<file path="config.mk">
export PLATFORM = sky130hd
export DESIGN_NAME = lcsf_ctrl
export DESIGN_NICKNAME = d
export VERILOG_FILES = /design/src/hw/rtl/lcsf_pkg.sv /design/src/hw/rtl/lcsf_ctrl.sv
export SDC_FILE = /design/constraint.sdc
export NUM_CORES = 1
export LEC_CHECK = 0
export BUFFER_PORTS_ARGS = -buffer_cell sky130_fd_sc_hd__buf_2
export CELL_PAD_IN_SITES_DETAIL_PLACEMENT = 1
export CELL_PAD_IN_SITES_GLOBAL_PLACEMENT = 1
export CORE_AREA = 2 2 39 41
export DETAILED_ROUTE_END_ITERATION = 16
export DIE_AREA = 0 0 41 43
export HOLD_SLACK_MARGIN = 0.08
export PLACE_DENSITY = 0.68
export SYNTH_ARGS = -nofsm -noshare
export SYNTH_HDL_FRONTEND = slang
export SYNTH_SLANG_ARGS = --single-unit
</file>
<file path="constraint.sdc">
create_clock -name aclk -period 2.1 [get_ports aclk]
set_input_delay 0 -clock aclk [delete_from_list [all_inputs] [get_ports aclk]]
set_output_delay 0 -clock aclk [all_outputs]
set_load 0.03 [all_outputs]
</file>
<file path="src/hw/rtl/lcsf_pkg.sv">
// Shared types and constants for the load-cell sample filter.
package lcsf_pkg;

    localparam int RAW_W    = 24;
    localparam int CPL_W    = 32;
    localparam int WEIGHT_W = 32;
    localparam int STATUS_W = 3;
    localparam int OUT_W    = 2 * RAW_W + WEIGHT_W;

    // Weight divider: |diff| is below 2^24 and is shifted up by 24 bits.
    localparam int DIV_STEPS = 48;
    localparam int DIV_CNT_W = 6;
    localparam int REM_W     = 32;

    localparam int RANGE_MIN = 100;
    localparam int RANGE_MAX = 8000000;

    typedef enum logic [STATUS_W-1:0] {
        STAT_OK       = 3'd0,
        STAT_SENTINEL = 3'd1,
        STAT_RANGE    = 3'd2,
        STAT_UNCAL    = 3'd3,
        STAT_CLEARED  = 3'd4
    } status_t;

    typedef enum logic {
        REG_ZERO_OFFSET   = 1'b0,
        REG_COUNTS_PER_LB = 1'b1
    } reg_idx_t;

    typedef enum logic [2:0] {
        S_IDLE,
        S_SORT,
        S_MUL,
        S_FILT,
        S_PREP,
        S_DIV,
        S_OUT
    } state_t;

    typedef struct packed {
        logic load;      // capture beat, read ring entry
        logic clear;     // filter reset
        logic upd;       // write sample into ring, update sum
        logic mul;       // sum magnitude times reciprocal
        logic filt;      // form filtered value
        logic prep;      // load divider
        logic div_step;  // one quotient bit
        logic out_load;  // fill output register
    } dp_cmd_t;

    typedef struct packed {
        logic is_clear;
        logic is_reject;
        logic is_uncal;
        logic div_last;
    } dp_sts_t;

endpackage

</file>
<file path="src/hw/rtl/lcsf_ctrl.sv">
// Controller state machine for the load-cell sample filter.
module lcsf_ctrl (
    input  logic              aclk,
    input  logic              aresetn,
    input  logic              s_tvalid,
    output logic              s_tready,
    output logic              m_tvalid,
    input  logic              m_tready,
    output lcsf_pkg::dp_cmd_t cmd,
    input  lcsf_pkg::dp_sts_t sts
);
    import lcsf_pkg::*;

    state_t state_reg, state_next;
    logic   m_tvalid_reg, m_tvalid_next;
    logic   out_free;

    assign out_free = !m_tvalid_reg || m_tready;
    assign s_tready = (state_reg == S_IDLE);
    assign m_tvalid = m_tvalid_reg;

    always_ff @(posedge aclk) begin
        if (!aresetn) begin
            state_reg    <= S_IDLE;
            m_tvalid_reg <= 1'b0;
        end else begin
            state_reg    <= state_next;
            m_tvalid_reg <= m_tvalid_next;
        end
    end

    always_comb begin
        state_next = state_reg;
        case (state_reg)
            S_IDLE: begin
                if (s_tvalid) state_next = S_SORT;
            end
            S_SORT: begin
                if (sts.is_clear || sts.is_reject) state_next = S_OUT;
                else                               state_next = S_MUL;
            end
            S_MUL:  state_next = S_FILT;
            S_FILT: begin
                if (sts.is_uncal) state_next = S_OUT;
                else              state_next = S_PREP;
            end
            S_PREP: state_next = S_DIV;
            S_DIV: begin
                if (sts.div_last) state_next = S_OUT;
            end
            S_OUT: begin
                if (out_free) state_next = S_IDLE;
            end
            default: state_next = S_IDLE;
        endcase
    end

    always_comb begin
        cmd           = '0;
        m_tvalid_next = m_tvalid_reg && !m_tready;
        case (state_reg)
            S_IDLE: cmd.load = s_tvalid;
            S_SORT: begin
                cmd.clear = sts.is_clear;
                cmd.upd   = !sts.is_clear && !sts.is_reject;
            end
            S_MUL:  cmd.mul      = 1'b1;
            S_FILT: cmd.filt     = 1'b1;
            S_PREP: cmd.prep     = 1'b1;
            S_DIV:  cmd.div_step = 1'b1;
            S_OUT: begin
                if (out_free) begin
                    cmd.out_load  = 1'b1;
                    m_tvalid_next = 1'b1;
                end
            end
            default: cmd = '0;
        endcase
    end

    a_one_beat: assert property (@(posedge aclk) disable iff (!aresetn)
        s_tvalid && s_tready |=> !s_tready)
        else $error("second beat taken while busy");

    a_reject_short: assert property (@(posedge aclk) disable iff (!aresetn)
        state_reg == S_SORT && sts.is_reject |=> state_reg == S_OUT)
        else $error("rejected sample went through filter path");

    a_div_hold: assert property (@(posedge aclk) disable iff (!aresetn)
        state_reg == S_DIV && !sts.div_last |=> state_reg == S_DIV)
        else $error("divider left early");

    a_cmd_excl: assert property (@(posedge aclk) disable iff (!aresetn)
        $onehot0({cmd.clear, cmd.upd, cmd.div_step, cmd.out_load, cmd.load}))
        else $error("overlapping datapath commands");

endmodule

</file>
# Yosys cells after proc, flatten, opt, wreduce, memory -nomap -nowiden
# Cells that the tools add are included.
# word_totals
ff_bits,4
output_inout_bits,10
in_bits,8
wordCells,37
# classes
eq_ne,9
n_reduce_logical,10
n_mux,16
# ops
operator,n
3-bit one-hot mux with 7 select lines,1
3-bit two-way mux,4
"3-bit == test, second input constant",3
1-bit two-way mux,9
"3-bit by 2-bit == test with 1-bit output, second input constant",2
"2-bit inequality test, second input constant",3
1-bit logical NOT,4
2-bit two-way mux,2
"3-bit by 1-bit == test with 1-bit output, second input constant",1
3-bit logical NOT,1
3-bit AND reduction,1
1-bit logical AND,2
1-bit logical OR,2

# Depth between registers and ports, before layout
# depth
ltp_word,4
depth_mapped,4
depth_no_buf,3

# Worst setup path after synthesis
# OpenSTA, ideal clock, no wires.
# synth_path
path_kind,register -> output
start,register state_reg[1]
end,output cmd[7] (netlist bit)
t_arrival_ns,1.577
slack_ns,0.523
stages_incl_launch_ff,4
path_buffers,1
required_ns,2.100
path_cell_list,dfxtp_1 buf_4 nor3_1 and2_1
# synth_rtl
item,line,source
start: declaration,lcsf_ctrl.sv:14,"state_t state_reg, state_next;"
start signal: assignment,lcsf_ctrl.sv:27,state_reg <= state_next;
end: declaration,lcsf_ctrl.sv:9,"output lcsf_pkg::dp_cmd_t cmd,"

==> flow_summary.json <==
{
  "status": "complete, no violations",
  "worstHoldStart": "sts[0]",
  "setup_slack_ps": 569,
  "syn_area_per_cell_um2": 8.26,
  "htree_num_levels": 1,
  "cts.reportedPaths.clkPinSlew_ps": 40,
  "cts_buffers": 3,
  "max_cap_viol_count": 0,
  "drt_iter0_drc": 1,
  "reg2reg_to": "m_tvalid",
  "core-area_um2": 1380,
  "cts.sinks": 4,
  "syn-num-nets": 46,
  "grt_pass1_vias": 295,
  "powerDensity_nw_per_um2": 721,
  "tns_ps": 0,
  "die_w_um": 41,
  "holdPathEnd": "state_reg[0]",
  "grt_pass1_wl_um": 1170,
  "drive_gt1_frac": 0.446,
  "grt_overflow_total": 0,
  "avgRoutedWirePerCell_um": 11.5,
  "crit_required_ps": 2100,
  "crit_type": "flop to output pin",
  "num_rows": 14,
  "dp_hpwl_um": 621,
  "drc_errors": 0,
  "root_buffer": "clkbuf_4",
  "finalCriticalPeriod_ps": 1530,
  "rsz0062_at_grt": "false",
  "fmax_mhz": 653,
  "vias": 335,
  "hold_viol_final": 0,
  "antenna_found_initial": 0,
  "port_buffers": 17,
  "ios": 18,
  "largest_reg_flops": 3,
  "track_usage": 0.104,
  "stdcell_area_um2": 422,
  "critPathArrivalTime_ps": 1530,
  "tightest_slew_ps": 433,
  "p_leak_nw": 0.202,
  "crit_path_end_kind": "output pin",
  "chipHeight_um": 43,
  "die-area_um2": 1760,
  "hold_path_class": "input pin to flop",
  "gp_congestion": 0.626,
  "dp_slack_ps": 813,
  "antenna_cells": 0,
  "final_max_slew_viol_count": 0,
  "grt_max_degree": 14,
  "cts_tree": "done",
  "r2r_slack_ps": 900,
  "cts_setup_buffers": 0,
  "synth_seq_area_share": 0.255,
  "drt_wl_total_um": 827,
  "layout.nets": 66,
  "ys_ff_latch": 4,
  "ant_nets": 0,
  "seqCellArea_um2": 80.1,
  "clock_path_buffers": 2,
  "synth_cell_types": 26,
  "vdd_drop_max_mv": 0.213,
  "setup_viol": 0,
  "r2r_cells": 3,
  "start_util": 0.227,
  "ys_warn_count": 0,
  "skew_ps": 1.91,
  "syn_inst": 38,
  "vias_per_cell": 4.65,
  "multiInputGateArea_um2": 196,
  "firstDrtPassIters": 2,
  "period_share": 0.729,
  "dpl_cell_area_um2": 389,
  "critical_path.max_fanout": 12,
  "worstHoldPathCells": 3,
  "fin_total_pwr_mw": 0.304,
  "worstSkewPairLatency_ps": 230,
  "startpoint_type": "flop",
  "fillerInstances": 183,
  "relSlewSlack": 0.711,
  "syn_to_final_growth_pct": 34.3,
  "regToRegStartpoint": "state_reg[2]",
  "synth_area_um2": 314
}
## how the worst max path moves through the flow
stage / from / endpoint / slack [ps] / depth (start not counted)
final: state_reg[2] / cmd[0] / 570 / 4
after global placement: state_reg[2] / cmd[0] / 860 / 4
after global routing: state_reg[2] / cmd[0] / 470 / 4
after floorplan: state_reg[1] / cmd[7] / 520 / 3
after detailed placement: state_reg[2] / cmd[0] / 810 / 4
after CTS: state_reg[2] / cmd[0] / 560 / 4
## synth_stat cells
cell / count / area, um^2
and2_1: 1 / 6.26
a31o_1: 1 / 8.76
nor2b_1: 1 / 6.26
o221a_1: 1 / 11.3
nand2b_4: 1 / 13.8
and3_1: 1 / 6.26
a21boi_1: 1 / 7.51
and3_2: 1 / 7.51
nor4_1: 1 / 6.26
o21ai_0: 2 / 10.0
nor3_1: 4 / 20.0
or2_1: 1 / 6.26
nand2b_2: 1 / 8.76
a21oi_1: 2 / 10.0
nor2_1: 2 / 7.51
a21boi_0: 1 / 7.51
dfxtp_1: 4 / 80.1
nor3b_1: 1 / 7.51
nor3b_2: 1 / 12.5
buf_4: 1 / 7.51
buf_6: 2 / 22.5
inv_1: 2 / 7.51
nand2_1: 1 / 3.75
a31oi_1: 1 / 6.26
nand2b_1: 2 / 12.5
nor3_2: 1 / 10.0
## cell usage in the layout (no fill, tap or decap), drive strengths merged, types with 2 or more instances in the layout
cell / instances
o21ai: 2
clkbuf: 3
nor2: 2
buf: 17
nor3b: 2
inv: 2
dfxtp: 4
nor3: 5
a21boi: 2
and3: 2
a21oi: 2
nand2b: 4
## final cells by class
cell class                      instances  area share
Clock buffer                            3      0.0534
Inverter                                2      0.0178
Multi-Input combinational cell         29       0.466
Sequential cell                         4       0.190
Tap cell                               16      0.0475
Timing Repair Buffer                   18       0.226
## layer usage
| metal | vias up | routed length (um) | track usage |
|---|---|---|---|
| li1 | 170 | - | - |
| met1 | 151 | 374 | 0.122 |
| met2 | 12 | 390 | 0.141 |
| met3 | 2 | 51 | 0.0471 |
| met4 | 0 | 10 | 0.0800 |
| met5 | - | 0 | 0 |
## metrics by stage
step / hold slack, ps / utilization / cells
floorplan: 114 / - / 38
global placement: 290 / 0.281 / 68
detailed placement: 299 / 0.281 / 68
CTS: 131 / 0.305 / 72
global route: 156 / 0.305 / 72
finish: 131 / 0.305 / 72
## cells by family (layout without fill, tap and decap cells)
logic type	after synthesis	in the layout	synth area share
compound gates	9	9	0.195
buf+inv	5	23	0.120
flops	4	4	0.255
simple gates	20	20	0.430
## power by group
part | switching, mW | internal, mW
Combinational | 0.0611 | 0.0428
Clock | 0.0299 | 0.0638
Sequential | 0.0227 | 0.0837
## critical path: stages (launching register included)
cell and delay [ps]:
dfxtp_1 560, inv_1 160, or2_1 280, nor2b_1 100, buf_2 200
## timing repair
item	CTS	global route
hold buffers	1	0
resized for setup	0	0
endpoints found under the hold margin	4	0
Note: power is estimated with default switching activity, not from simulation.
